--- src/hdl/lpct_pkg.sv ---
// ---------------------------------------------------------------------------
// lpct_pkg
// Shared types, codes and constants of the lidar point crop and transform unit.
// ---------------------------------------------------------------------------
package lpct_pkg;

  localparam int COORD_WIDTH_DEF = 32;
  localparam int COEF_WIDTH_DEF  = 48;

  localparam int ROT_W      = 32;   // rotation terms, Q2.30
  localparam int POS_W      = 48;   // translations and world output, Q31.16
  localparam int FRAC_SHIFT = 30;
  localparam int SLOT_W     = 4;
  localparam int NUM_SLOTS  = 12;
  localparam int ROT_SLOTS  = 9;
  localparam int CFG_W      = 32;
  localparam int USER_W     = 3;    // operation, nan flag

  localparam logic signed [63:0] RANGE_LIMIT = 64'sd65536000;  // 1000 m in Q15.16

  localparam logic signed [ROT_W-1:0] ROT_MAX = {1'b0, {(ROT_W-1){1'b1}}};
  localparam logic signed [ROT_W-1:0] ROT_MIN = {1'b1, {(ROT_W-1){1'b0}}};
  localparam logic signed [POS_W-1:0] POS_MAX = {1'b0, {(POS_W-1){1'b1}}};
  localparam logic signed [POS_W-1:0] POS_MIN = {1'b1, {(POS_W-1){1'b0}}};

  // config reset values
  localparam logic                    INV_EN_RST    = 1'b0;
  localparam logic                    BOX_EN_RST    = 1'b1;
  localparam logic signed [CFG_W-1:0] BOX_X_HI_RST  = 32'sd131072;
  localparam logic signed [CFG_W-1:0] BOX_X_LO_RST  = -32'sd131072;
  localparam logic signed [CFG_W-1:0] BOX_Y_HI_RST  = 32'sd196608;
  localparam logic signed [CFG_W-1:0] BOX_Y_LO_RST  = -32'sd327680;
  localparam logic                    HT_EN_RST     = 1'b0;
  localparam logic signed [CFG_W-1:0] HT_LIMIT_RST  = 32'sd327680;

  typedef enum logic [1:0] {
    OP_POINT    = 2'd0,
    OP_LOAD_VEH = 2'd1,
    OP_LOAD_WLD = 2'd2,
    OP_NONE     = 2'd3
  } op_e;

  typedef enum logic [2:0] {
    CFG_INV_EN   = 3'd0,
    CFG_BOX_EN   = 3'd1,
    CFG_BOX_X_HI = 3'd2,
    CFG_BOX_X_LO = 3'd3,
    CFG_BOX_Y_HI = 3'd4,
    CFG_BOX_Y_LO = 3'd5,
    CFG_HT_EN    = 3'd6,
    CFG_HT_LIMIT = 3'd7
  } cfg_e;

  // fields carried unchanged from input to output
  typedef struct packed {
    logic [63:0] time_ns;
    logic [7:0]  strength;
    logic [15:0] position;
  } pass_t;

  // coefficient write request
  typedef struct packed {
    logic              en;
    logic              world;
    logic [SLOT_W-1:0] slot;
  } coef_wr_t;

  // width of an affine accumulator for a given coordinate width
  function automatic int acc_width(input int cw);
    return (((cw + 2) > POS_W) ? (cw + 2) : POS_W) + 2;
  endfunction

endpackage

--- src/hdl/lpct_coef_bank.sv ---
// ---------------------------------------------------------------------------
// lpct_coef_bank
// Vehicle and world 3x4 coefficient tables, saturated as they are written.
// ---------------------------------------------------------------------------
module lpct_coef_bank #(
  parameter int COEF_WIDTH = lpct_pkg::COEF_WIDTH_DEF
) (
  input  logic                                  clk_i,
  input  logic                                  rst_ni,
  input  lpct_pkg::coef_wr_t                    wr_i,
  input  logic signed [COEF_WIDTH-1:0]          wr_data_i,
  output logic signed [lpct_pkg::ROT_W-1:0]     veh_rot_o   [9],
  output logic signed [lpct_pkg::POS_W-1:0]     veh_trans_o [3],
  output logic signed [lpct_pkg::ROT_W-1:0]     wld_rot_o   [9],
  output logic signed [lpct_pkg::POS_W-1:0]     wld_trans_o [3]
);
  import lpct_pkg::*;

  logic signed [ROT_W-1:0] rot_sat;
  logic signed [POS_W-1:0] trans_sat;
  logic [1:0]              tidx;
  logic                    is_rot;
  logic                    is_trans;

  logic signed [ROT_W-1:0] veh_rot_q   [9];
  logic signed [POS_W-1:0] veh_trans_q [3];
  logic signed [ROT_W-1:0] wld_rot_q   [9];
  logic signed [POS_W-1:0] wld_trans_q [3];

  // rotation clamp to Q2.30
  always_comb begin
    if ((&wr_data_i[COEF_WIDTH-1:ROT_W-1]) || !(|wr_data_i[COEF_WIDTH-1:ROT_W-1])) begin
      rot_sat = wr_data_i[ROT_W-1:0];
    end else if (wr_data_i[COEF_WIDTH-1]) begin
      rot_sat = ROT_MIN;
    end else begin
      rot_sat = ROT_MAX;
    end
  end

  // translation to 48 bits
  if (COEF_WIDTH > POS_W) begin : g_trans_clamp
    always_comb begin
      if ((&wr_data_i[COEF_WIDTH-1:POS_W-1]) || !(|wr_data_i[COEF_WIDTH-1:POS_W-1])) begin
        trans_sat = wr_data_i[POS_W-1:0];
      end else if (wr_data_i[COEF_WIDTH-1]) begin
        trans_sat = POS_MIN;
      end else begin
        trans_sat = POS_MAX;
      end
    end
  end else if (COEF_WIDTH == POS_W) begin : g_trans_same
    assign trans_sat = wr_data_i;
  end else begin : g_trans_ext
    assign trans_sat = {{(POS_W-COEF_WIDTH){wr_data_i[COEF_WIDTH-1]}}, wr_data_i};
  end

  assign is_rot   = wr_i.en && (wr_i.slot < SLOT_W'(ROT_SLOTS));
  assign is_trans = wr_i.en && !is_rot && (wr_i.slot < SLOT_W'(NUM_SLOTS));
  assign tidx     = 2'(wr_i.slot - SLOT_W'(ROT_SLOTS));

  always_ff @(posedge clk_i or negedge rst_ni) begin
    if (!rst_ni) begin
      for (int i = 0; i < 9; i++) begin
        veh_rot_q[i] <= '0;
        wld_rot_q[i] <= '0;
      end
      for (int i = 0; i < 3; i++) begin
        veh_trans_q[i] <= '0;
        wld_trans_q[i] <= '0;
      end
    end else begin
      if (is_rot) begin
        if (wr_i.world) begin
          wld_rot_q[wr_i.slot] <= rot_sat;
        end else begin
          veh_rot_q[wr_i.slot] <= rot_sat;
        end
      end
      if (is_trans) begin
        if (wr_i.world) begin
          wld_trans_q[tidx] <= trans_sat;
        end else begin
          veh_trans_q[tidx] <= trans_sat;
        end
      end
    end
  end

  assign veh_rot_o   = veh_rot_q;
  assign veh_trans_o = veh_trans_q;
  assign wld_rot_o   = wld_rot_q;
  assign wld_trans_o = wld_trans_q;

endmodule

--- config.mk ---
export PLATFORM = sky130hd
export DESIGN_NAME = lpct_coef_bank
export DESIGN_NICKNAME = d
export VERILOG_FILES = /design/src/hdl/lpct_pkg.sv /design/src/hdl/lpct_coef_bank.sv
export SDC_FILE = /design/constraint.sdc
export NUM_CORES = 1
export LEC_CHECK = 0
export BUFFER_PORTS_ARGS = -buffer_cell sky130_fd_sc_hd__clkbuf_2
export CAP_MARGIN = 20
export CORE_AREA = 8 8 353 355
export CTS_CLUSTER_DIAMETER = 30
export DETAILED_ROUTE_END_ITERATION = 10
export DIE_AREA = 0 0 361 363
export GPL_TIMING_DRIVEN = 0
export PLACE_DENSITY = 0.56
export SLEW_MARGIN = 10
export SYNTH_ARGS = -nofsm -noshare
export SYNTH_HDL_FRONTEND = slang
export SYNTH_SLANG_ARGS = --single-unit
--- constraint.sdc ---
create_clock -name clk_i -period 1.67 [get_ports clk_i]
set_input_delay 0.167 -clock clk_i [delete_from_list [all_inputs] [get_ports clk_i]]
set_output_delay 0.167 -clock clk_i [all_outputs]
set_load 0.005 [all_outputs]
==> results of run 1 <==
==> per-stage QoR <==
stage               util (%)  cells  hold WS (ps)  area [µm²]  worst slack [ps]
floorplan                  -   2767          -129       34700              -210
detailed placement      34.9   5242           177       41500             -1600
finish                  42.5   5746          -528       50600             -96.9
global placement        34.6   5231           465       41200            -21410
global route            42.5   5744          -537       50600             -66.5
CTS                     42.3   5735          -597       50400             -13.4
==> path summary, 6_finish.rpt <==
path                                  from              end  slack, ps
setup / recovery                   wr_i[2]  wld_trans_o[67]       -100
hold / removal                      rst_ni    wld_rot_o[86]       -530
setup reg to reg            veh_rot_o[255]   veh_rot_o[255]        870
hold reg to reg            veh_trans_o[71]  veh_trans_o[71]        480
max in group asynchronous           rst_ni    wld_rot_o[72]        530
min in group clk_i                 wr_i[2]   veh_rot_o[192]        130
==> flip-flops by register name, indices dropped and copies added, names as in the netlist <==
name         count
veh_rot_o      288
wld_rot_o      288
veh_trans_o    144
wld_trans_o    144
==> cell type report <==
| type | instances | area share [%] |
|---|---|---|
| plain buffers | 261 | 3.56 |
| inverters | 31 | 0.230 |
| multi-input cells | 1610 | 22.4 |
| flip-flops and latches | 864 | 42.7 |
| clock inverters | 126 | 3.62 |
| clock buffers | 239 | 10.6 |
| repair buffers | 1063 | 13.0 |
| well taps | 1548 | 3.83 |
| diodes | 4 | 0.0198 |
==> layer usage <==
| metal | global-route usage, % | up-vias | part of all wire [%] |
|---|---|---|---|
| met1 | 27.5 | 14700 | 39 |
| met3 | 8.83 | 208 | 9.3 |
| met4 | 7.52 | 0 | 2.8 |
| met2 | 39.5 | 1156 | 49 |
| met5 | 0 | - | 0 |
| li1 | - | 12500 | - |
==> power breakdown <==
| part | switching [mW] | internal, mW | total [mW] |
|---|---|---|---|
| clock | 12.9 | 28.6 | 41.5 |
| sequential | 2.54 | 25.0 | 27.5 |
| combinational | 5.98 | 5.19 | 11.2 |
| total | 21.4 | 58.8 | 80.2 |
==> cell usage in the layout, fill, tap and decap left out, types with 31 or more instances in the layout <==
master           n
dlygate4sd3_1   48
clkinv_2        42
mux2_2         244
clkbuf_16      202
buf_6           85
bufinv_16       38
o211ai_2        33
o211ai_1       525
a32oi_4         31
inv_1           31
clkbuf_2       924
clkbuf_1       146
buf_12          32
dfrtp_1        862
buf_4           60
nand2_1        623
nor3_1          32
o21ai_0         62
==> cell families after synthesis <==
| logic type | Yosys count | synth area share (%) |
|---|---|---|
| simple gates | 697 | 7.98 |
| compound gates | 669 | 16.5 |
| mux | 244 | 7.96 |
| flops | 864 | 62.7 |
| buf+inv | 293 | 4.88 |
==> repair_timing <==
item | CTS | global route
pin swaps | 22 | 0
hold endpoints to repair | 512 | 219
gates resized for setup | 53 | 17
setup buffers | 78 | 0
setup endpoints to repair | 783 | 312
cloned | 3 | 2
hold buffers | 48 | 5
==> summary.txt, run 1 <==
Status: finished, violations left
Sum Neg Setup Slack: -2180 ps
Pin count of the biggest net entering global routing: 99
WL per Instance: 27.7 µm
DRC Markers: 0
Drt via density: 4.98
Via count: 28600
Leakage: 24.3 nW
Req. time, crit path: 2340 ps
Crit path depth: 6
Fin nets: 4084
Fin. Hold Viols: 185
CTS tree: built
CP delay by family, top: simple AND/OR/NAND/NOR gates
Cell Area, Synth: 34500 µm²
Fmax: 0.566 GHz
Slew HR: 26.6%
Worst Path Max Fanout: 10
Vias in the first global route: 29900
Area share of the largest cell type after synthesis: 62.7%
Maximum vdd ir drop: 1.27 mV
Total grt overflow: 0
Most used cell, CP: clkbuf_2
Multi-input logic area: 11300 µm²
Layout area overhead: 46.6%
Seq/Total Area, Yosys: 62.7%
Synth top cells by count: dfrtp_1, nand2_1, o211ai_1
Power consumption: 80.2 mW
Core Region: 119000 µm²
Die H: 363 µm
Post-Syn Instances: 2767
Pre-antenna DRT Iters: 5
Final WL: 159000 µm
Worst-path clk slew: 50 ps
Mapped Nets: 2823
Dominant cells by area after synthesis: dfrtp_1, o211ai_1, mux2_2
Power Density: 1590 nW/µm²
Minimum clock period: 1770 ps
CP Launch Type: primary input
Routability cong.: 0.810
CP max-delay cell: nand4b_1
Row cnt: 127
Synth unique cells: 34
Period utilization: 106%
Critical path capture point type: flop
Crit path buf inv count: 3
Sequential cell area: 21600 µm²
DPL Wire Length: 115000 µm
Initial antenna violation count: 6
CTS Sinks: 864
Failing checks: negative hold slack, negative setup slack
Clk_skew: 0 ps
Synth warn: 0
Main synth FF type: dfrtp_1
Share of layout cells above drive strength 1: 44.0%
I/O pins: 920
Final setup viols: 53
Mean Syn Cell Area: 12.5 µm²
Reg2reg path depth: 1
Antenna Nets Post-Route: 0
Max cap viols: 0
Starting DRT DRC Count: 1984
Die Area: 131000 µm²
Die Width: 361 µm
Hold Path Class: primary input to asynchronous set/reset pin
Port Buffer Count: 916
GRT Overall Usage: 23.4%
CTS Buf Count: 197
CTS H-tree lvls: 4
Crit-path cells: clkbuf_2 -> nand4b_1 -> nor3b_2 -> clkbuf_2 -> buf_4 -> mux2_2
Slowest Stage Delay on Critical Path: 540 ps
Yosys reg bits: 864
Max-slew violations: 0
Hold WS: -528 ps
Root buffer cell: clkbuf_16
Slack of the critical path: -96.9 ps
Most numerous cell in the Yosys netlist: dfrtp_1
First-pass GRT wire length: 224000 µm
Ys async rst share: 100%
Arrival time worst endpoint: 2430 ps
Clock latency on the worst-skew pair: 810 ps
Post-synth EDFFs: 0
WS Path Type: primary input to flop
RSZ-0062 raised after global routing: yes
Clock Path Buffers: 3
Initial core utilization: 29.0%
Fillers: 11300
Synth area leader: dfrtp_1
Worst Tran Pin Value: 1100 ps
Note: power is estimated with default switching activity, not from simulation.
==> run 2: changes to the inputs <==
--- a/config.mk
+++ b/config.mk
@@ -13,6 +13,7 @@
 export DIE_AREA = 0 0 361 363
 export GPL_TIMING_DRIVEN = 0
 export PLACE_DENSITY = 0.56
+export RECOVER_POWER = 50
 export SLEW_MARGIN = 10
 export SYNTH_ARGS = -nofsm -noshare
 export SYNTH_HDL_FRONTEND = slang
==> run 2 against run 1 <==
  * The run still ends with negative hold slack, negative setup slack left
  * Highest routed layer unchanged
  * Clock skew did not move
  * First-iteration DRC count is 5.9% higher
  * Via count barely moved
  * Clock-buffer cell count unchanged
  * Sequential cell count stayed put
  * Largest cell class unchanged
  * Power is 0.26% lower
  * Cell count is the same
==> summary.txt, run 2 (same netlist as run 1, synthesis figures left out) <==
Status: finished, violations left (unchanged)
Failing checks: negative hold slack, negative setup slack (unchanged)
Worst Path Max Fanout: 10 (unchanged)
Worst slack at placement: -1600 ps (unchanged)
Clock latency on the worst-skew pair: 810 ps (about the same)
Critical path capture point type: flop (unchanged)
Fmax: 0.568 GHz (was 0.566 GHz)
Core Region: 119000 µm² (unchanged)
DPL Wire Length: 115000 µm (unchanged)
Minimum clock period: 1760 ps (was 1770 ps)
Initial antenna violation count: 6 (unchanged)
Port Buffer Count: 916 (unchanged)
Pre-antenna DRT Iters: 5 (unchanged)
Period utilization: 105% (was 106%)
WS Path Type: primary input to flop (unchanged)
Multi-input logic area: 11300 µm² (about the same)
Fin cells: 5746 (unchanged)
RSZ-0062 raised after global routing: yes (unchanged)
Root buffer cell: clkbuf_16 (unchanged)
Slack of the critical path: -89.7 ps (was -96.9 ps)
Share of layout cells above drive strength 1: 41.3% (was 44.0%)
Commonest non-fill, non-tap cell in the layout: dfrtp_1 (was clkbuf_2)
Die Area: 131000 µm² (unchanged)
Max cap viols: 0 (unchanged)
Die H: 363 µm (unchanged)
R2r setup slk: 860 ps (was 870 ps)
WL per Instance: 27.7 µm (about the same)
CTS Sinks: 864 (unchanged)
Maximum vdd ir drop: 1.25 mV (was 1.27 mV)
Pin count of the biggest net entering global routing: 99 (unchanged)
CTS Buf Count: 197 (unchanged)
Hold Path Class: primary input to asynchronous set/reset pin (unchanged)
Arrival time worst endpoint: 2430 ps (about the same)
Antenna Nets Post-Route: 0 (unchanged)
Fillers: 11400 (was 11300)
Fin. Hold Viols: 51 (was 185)
DRC Markers: 0 (unchanged)
Sum Neg Setup Slack: -3400 ps (was -2180 ps)
Final Core Density: 42.1% (was 42.5%)
Req. time, crit path: 2340 ps (about the same)
Sequential cell area: 21600 µm² (unchanged)
Starting DRT DRC Count: 2102 (was 1984)
CTS tree: built (unchanged)
Hold WS: -280 ps (was -528 ps)
Clk_skew: 0 ps (unchanged)
Routability cong.: 0.810 (unchanged)
Initial core utilization: 29.0% (unchanged)
Vias in the first global route: 29900 (unchanged)
Slew HR: 17.1% (was 26.6%)
CP Launch Type: primary input (unchanged)
Via count: 28600 (about the same)
Worst Tran Pin Value: 1240 ps (was 1100 ps)
Max-slew violations: 0 (unchanged)
Drt via density: 4.98 (about the same)
Die Width: 361 µm (unchanged)
First-pass GRT wire length: 224000 µm (unchanged)
CTS H-tree lvls: 4 (unchanged)
Fin nets: 4084 (unchanged)
Row cnt: 127 (unchanged)
Layout area overhead: 45.1% (was 46.6%)
Worst-path clk slew: 50 ps (about the same)
Total grt overflow: 0 (unchanged)
GRT Overall Usage: 23.4% (unchanged)
Leakage: 23.8 nW (was 24.3 nW)
Clock Path Buffers: 3 (unchanged)
I/O pins: 920 (unchanged)
Most frequent cells in the layout: dfrtp_1, clkbuf_2, nand2_1 (was clkbuf_2, dfrtp_1, nand2_1)
Final setup viols: 107 (was 53)
Placed cell count: 5242 (unchanged)
Final WL: 159000 µm (about the same)
Power Density: 1600 nW/µm² (was 1590 nW/µm²)
==> run 2: metal layers <==
layer	share of wire, %	routed length (µm)	track usage (%)	up-vias
li1	-	-	-	12500
met1	39	62100	27.5	14700
met5	0	0	0	-
met2	49	78000	39.5	1189
met3	9.2	14700	8.83	215
met4	2.8	4540	7.52	0
==> run 2: path summary, 6_finish.rpt <==
kind,startpoint,endpoint,depth (start not counted)
max,wr_i[2],wld_trans_o[67],6
min,rst_ni,wld_rot_o[86],3
max reg2reg,veh_rot_o[255],veh_rot_o[255],1
min reg2reg,veh_trans_o[102],veh_trans_o[102],2
max in group asynchronous,rst_ni,veh_rot_o[138],5
min in group clk_i,wr_i[2],veh_rot_o[256],5
==> run 2: final cells by class <==
cell class | instances | area share (%)
Inverter | 31 | 0.232
Clock buffer | 239 | 10.7
Timing Repair Buffer | 1063 | 12.3
Clock inverter | 126 | 3.66
Tap cell | 1548 | 3.87
Sequential cell | 864 | 43.2
Multi-Input combinational cell | 1610 | 22.6
Antenna cell | 4 | 0.0200
Buffer | 261 | 3.45
==> run 2: metrics by stage <==
| stage | area, µm² | total power [mW] |
|---|---|---|
| floorplan | 34700 | 31.2 |
| global placement | 41200 | 38.5 |
| detailed placement | 41500 | 38.8 |
| CTS | 50400 | 80.9 |
| global route | 50100 | 83.2 |
| finish | 50100 | 80.0 |
==> run 2: what timing repair did <==
action,4_1_cts,5_1_grt
hold buffers,48,5
setup buffers,78,0
pin swaps,22,0
hold endpoints to repair,512,219
resized for setup,53,17
cloned,3,2
setup endpoints to repair,783,312
==> run 2: critical path, cell delays in order <==
cell,delay (ps)
clkbuf_2,120
nand4b_1,540
nor3b_2,500
clkbuf_2,360
buf_4,320
mux2_2,370
==> run 2: where the power goes <==
group	internal, mW	leakage [nW]	switching [mW]	total, mW
clock network	28.6	3.49	12.9	41.5
logic	5.00	9.17	5.96	11.0
registers	25.0	11.2	2.54	27.5
==> run 3: changes to the inputs <==
--- a/config.mk
+++ b/config.mk
@@ -7,13 +7,14 @@
 export LEC_CHECK = 0
 export BUFFER_PORTS_ARGS = -buffer_cell sky130_fd_sc_hd__clkbuf_2
 export CAP_MARGIN = 20
-export CORE_AREA = 8 8 353 355
+export CORE_AREA = 8 8 349 351
 export CTS_CLUSTER_DIAMETER = 30
 export DETAILED_ROUTE_END_ITERATION = 10
-export DIE_AREA = 0 0 361 363
+export DIE_AREA = 0 0 357 359
 export GPL_TIMING_DRIVEN = 0
-export PLACE_DENSITY = 0.56
+export PLACE_DENSITY = 0.57
 export RECOVER_POWER = 50
+export SETUP_SLACK_MARGIN = 0.02
 export SLEW_MARGIN = 10
 export SYNTH_ARGS = -nofsm -noshare
 export SYNTH_HDL_FRONTEND = slang
==> run 3 against run 2 <==
  * The flow finishes with violations (negative hold slack)
  * Cell area grew 0.14%
  * Worst hold slack worse by 160 ps
  * Non-clock buffer count shrank 40
  * Cell count is 0.73% lower
  * Fmax grew 9.6%
  * Routed wire length is 0.59% lower
  * Clock power is 3% higher
  * Die area is 2.2% lower
  * Critical endpoint is now wld_rot_o[50]
==> summary.txt, run 3 (same netlist as run 1, synthesis figures left out) <==
CTS Sinks: 864 (unchanged)
Placed cell count: 5233 (was 5242)
Slack of the critical path: 64.6 ps (was -89.7 ps)
WS Path Type: primary input to flop (unchanged)
Req. time, crit path: 2300 ps (was 2340 ps)
Initial antenna violation count: 4 (was 6)
Total grt overflow: 0 (unchanged)
Via count: 28700 (was 28600)
Maximum vdd ir drop: 1.10 mV (was 1.25 mV)
Pre-antenna DRT Iters: 7 (was 5)
GRT Overall Usage: 23.8% (was 23.4%)
Hold Path Class: primary input to asynchronous set/reset pin (unchanged)
Commonest non-fill, non-tap cell in the layout: dfrtp_1 (unchanged)
CTS tree: built (unchanged)
Failing checks: negative hold slack (was negative hold slack, negative setup slack)
DPL Wire Length: 115000 µm (about the same)
Sum Neg Setup Slack: 0 ps (was -3400 ps)
Fmax: 0.623 GHz (was 0.568 GHz)
Final setup viols: 0 (was 107)
Clock latency on the worst-skew pair: 790 ps (was 810 ps)
Core Region: 117000 µm² (was 119000 µm²)
Initial core utilization: 29.6% (was 29.0%)
Starting DRT DRC Count: 1770 (was 2102)
Hold WS: -441 ps (was -280 ps)
Slew HR: 13.3% (was 17.1%)
Layout area overhead: 45.3% (was 45.1%)
I/O pins: 920 (unchanged)
Fin nets: 4047 (was 4084)
CP delay by family, top: buffers and inverters (was simple AND/OR/NAND/NOR gates)
Max-slew violations: 0 (unchanged)
Worst-path clk slew: 50 ps (about the same)
Fin cells: 5704 (was 5746)
Leakage: 23.9 nW (was 23.8 nW)
Power Density: 1630 nW/µm² (was 1600 nW/µm²)
Arrival time worst endpoint: 2230 ps (was 2430 ps)
Clock Path Buffers: 3 (unchanged)
Crit path buf inv count: 4 (was 3)
Most frequent cells in the layout: dfrtp_1, clkbuf_2, nand2_1 (unchanged)
Vias in the first global route: 30100 (was 29900)
Fillers: 11000 (was 11400)
Slowest Stage Delay on Critical Path: 420 ps (was 540 ps)
Period utilization: 96.1% (was 105%)
WL per Instance: 27.8 µm (was 27.7 µm)
Power consumption: 81.5 mW (was 80.0 mW)
Reg-to-Reg Start: wld_trans_o[64] (was veh_rot_o[255])
CTS Buf Count: 200 (was 197)
Critical path capture point type: flop (unchanged)
CP Launch Type: primary input (unchanged)
Antenna Nets Post-Route: 0 (unchanged)
Final WL: 158000 µm (was 159000 µm)
Die Area: 128000 µm² (was 131000 µm²)
Die Width: 357 µm (was 361 µm)
Die H: 359 µm (was 363 µm)
Worst slack at placement: -1790 ps (was -1600 ps)
Crit-path cells: clkbuf_2 -> nor4_1 -> and3_1 -> buf_2 -> buf_2 -> a211o_2 -> clkbuf_2 -> o211ai_1 (was clkbuf_2 -> nand4b_1 -> nor3b_2 -> clkbuf_2 -> buf_4 -> mux2_2)
DRC Markers: 0 (unchanged)
Clk_skew: 0 ps (unchanged)
Minimum clock period: 1610 ps (was 1760 ps)
Max cap viols: 0 (unchanged)
Critical path startpoint: wr_data_i[40] (was wr_i[2])
Drt via density: 5.03 (was 4.98)
Row cnt: 126 (was 127)
Port Buffer Count: 916 (unchanged)
Routability cong.: 0.825 (was 0.810)
CP max-delay cell: a211o_2 (was nand4b_1)
Pin count of the biggest net entering global routing: 103 (was 99)
Worst Path Max Fanout: 10 (unchanged)
Final Core Density: 43.0% (was 42.1%)
RSZ-0062 raised after global routing: no (was yes)
First-pass GRT wire length: 224000 µm (about the same)
Root buffer cell: clkbuf_16 (unchanged)
CTS H-tree lvls: 4 (unchanged)
Fin. Hold Viols: 152 (was 51)
Share of layout cells above drive strength 1: 41.6% (was 41.3%)
Status: finished, violations left (unchanged)
Worst Tran Pin Value: 1300 ps (was 1240 ps)
## run 3: path summary, 6_finish.rpt
check	endpoint	slack, ps	depth (start not counted)
max in group asynchronous	wld_trans_o[123]	220	6
min in group clk_i	veh_rot_o[32]	60	4
max reg2reg	wld_trans_o[64]	870	1
min reg2reg	veh_trans_o[52]	480	2
min	wld_rot_o[246]	-440	4
max	wld_rot_o[50]	60	8
## run 3: per-stage QoR
stage / hold WS, ps / instance area, µm²
2_1_floorplan: -129 / 34700
3_3_place_gp: 464 / 41200
3_5_place_dp: 165 / 41600
4_1_cts: -481 / 50300
5_1_grt: -451 / 50200
6_report: -441 / 50200
## run 3: timing repair
item,in CTS,in global routing
pin swaps,14,0
endpoints found under the hold margin,507,101
endpoints found under the setup margin,737,477
hold buffers,50,2
buffers inserted,37,1
gates cloned,1,2
gates resized for setup,65,16
## run 3: per-layer routing
layer | track usage, % | up-vias | routed length (µm)
met5 | 0 | - | 0
met4 | 9.70 | 0 | 6050
met3 | 9.12 | 251 | 15200
met2 | 39.6 | 1222 | 76600
met1 | 27.6 | 14800 | 60700
li1 | - | 12400 | -
## run 3: power by group
part	switching [mW]	internal [mW]	total, mW	leakage [nW]
combinational	6.09	5.05	11.1	9.12
sequential	2.53	25.0	27.5	11.2
clock	13.0	30.0	42.9	3.61
## run 3: worst min-delay path: cells and delay by family
family,cells,cell delay (ps)
buf+inv,4,580
## run 3: cell type report
cell class / instances / area [µm²] / share of cell area [%]
Tap cell: 1536 / 1920 / 3.83
Buffer: 261 / 1750 / 3.49
Sequential cell: 864 / 21600 / 43.1
Antenna cell: 3 / 7.51 / 0.0150
Timing Repair Buffer: 1023 / 5920 / 11.8
Inverter: 31 / 116 / 0.232
Clock buffer: 253 / 5600 / 11.2
Multi-Input combinational cell: 1610 / 11300 / 22.6
Clock inverter: 123 / 1890 / 3.77
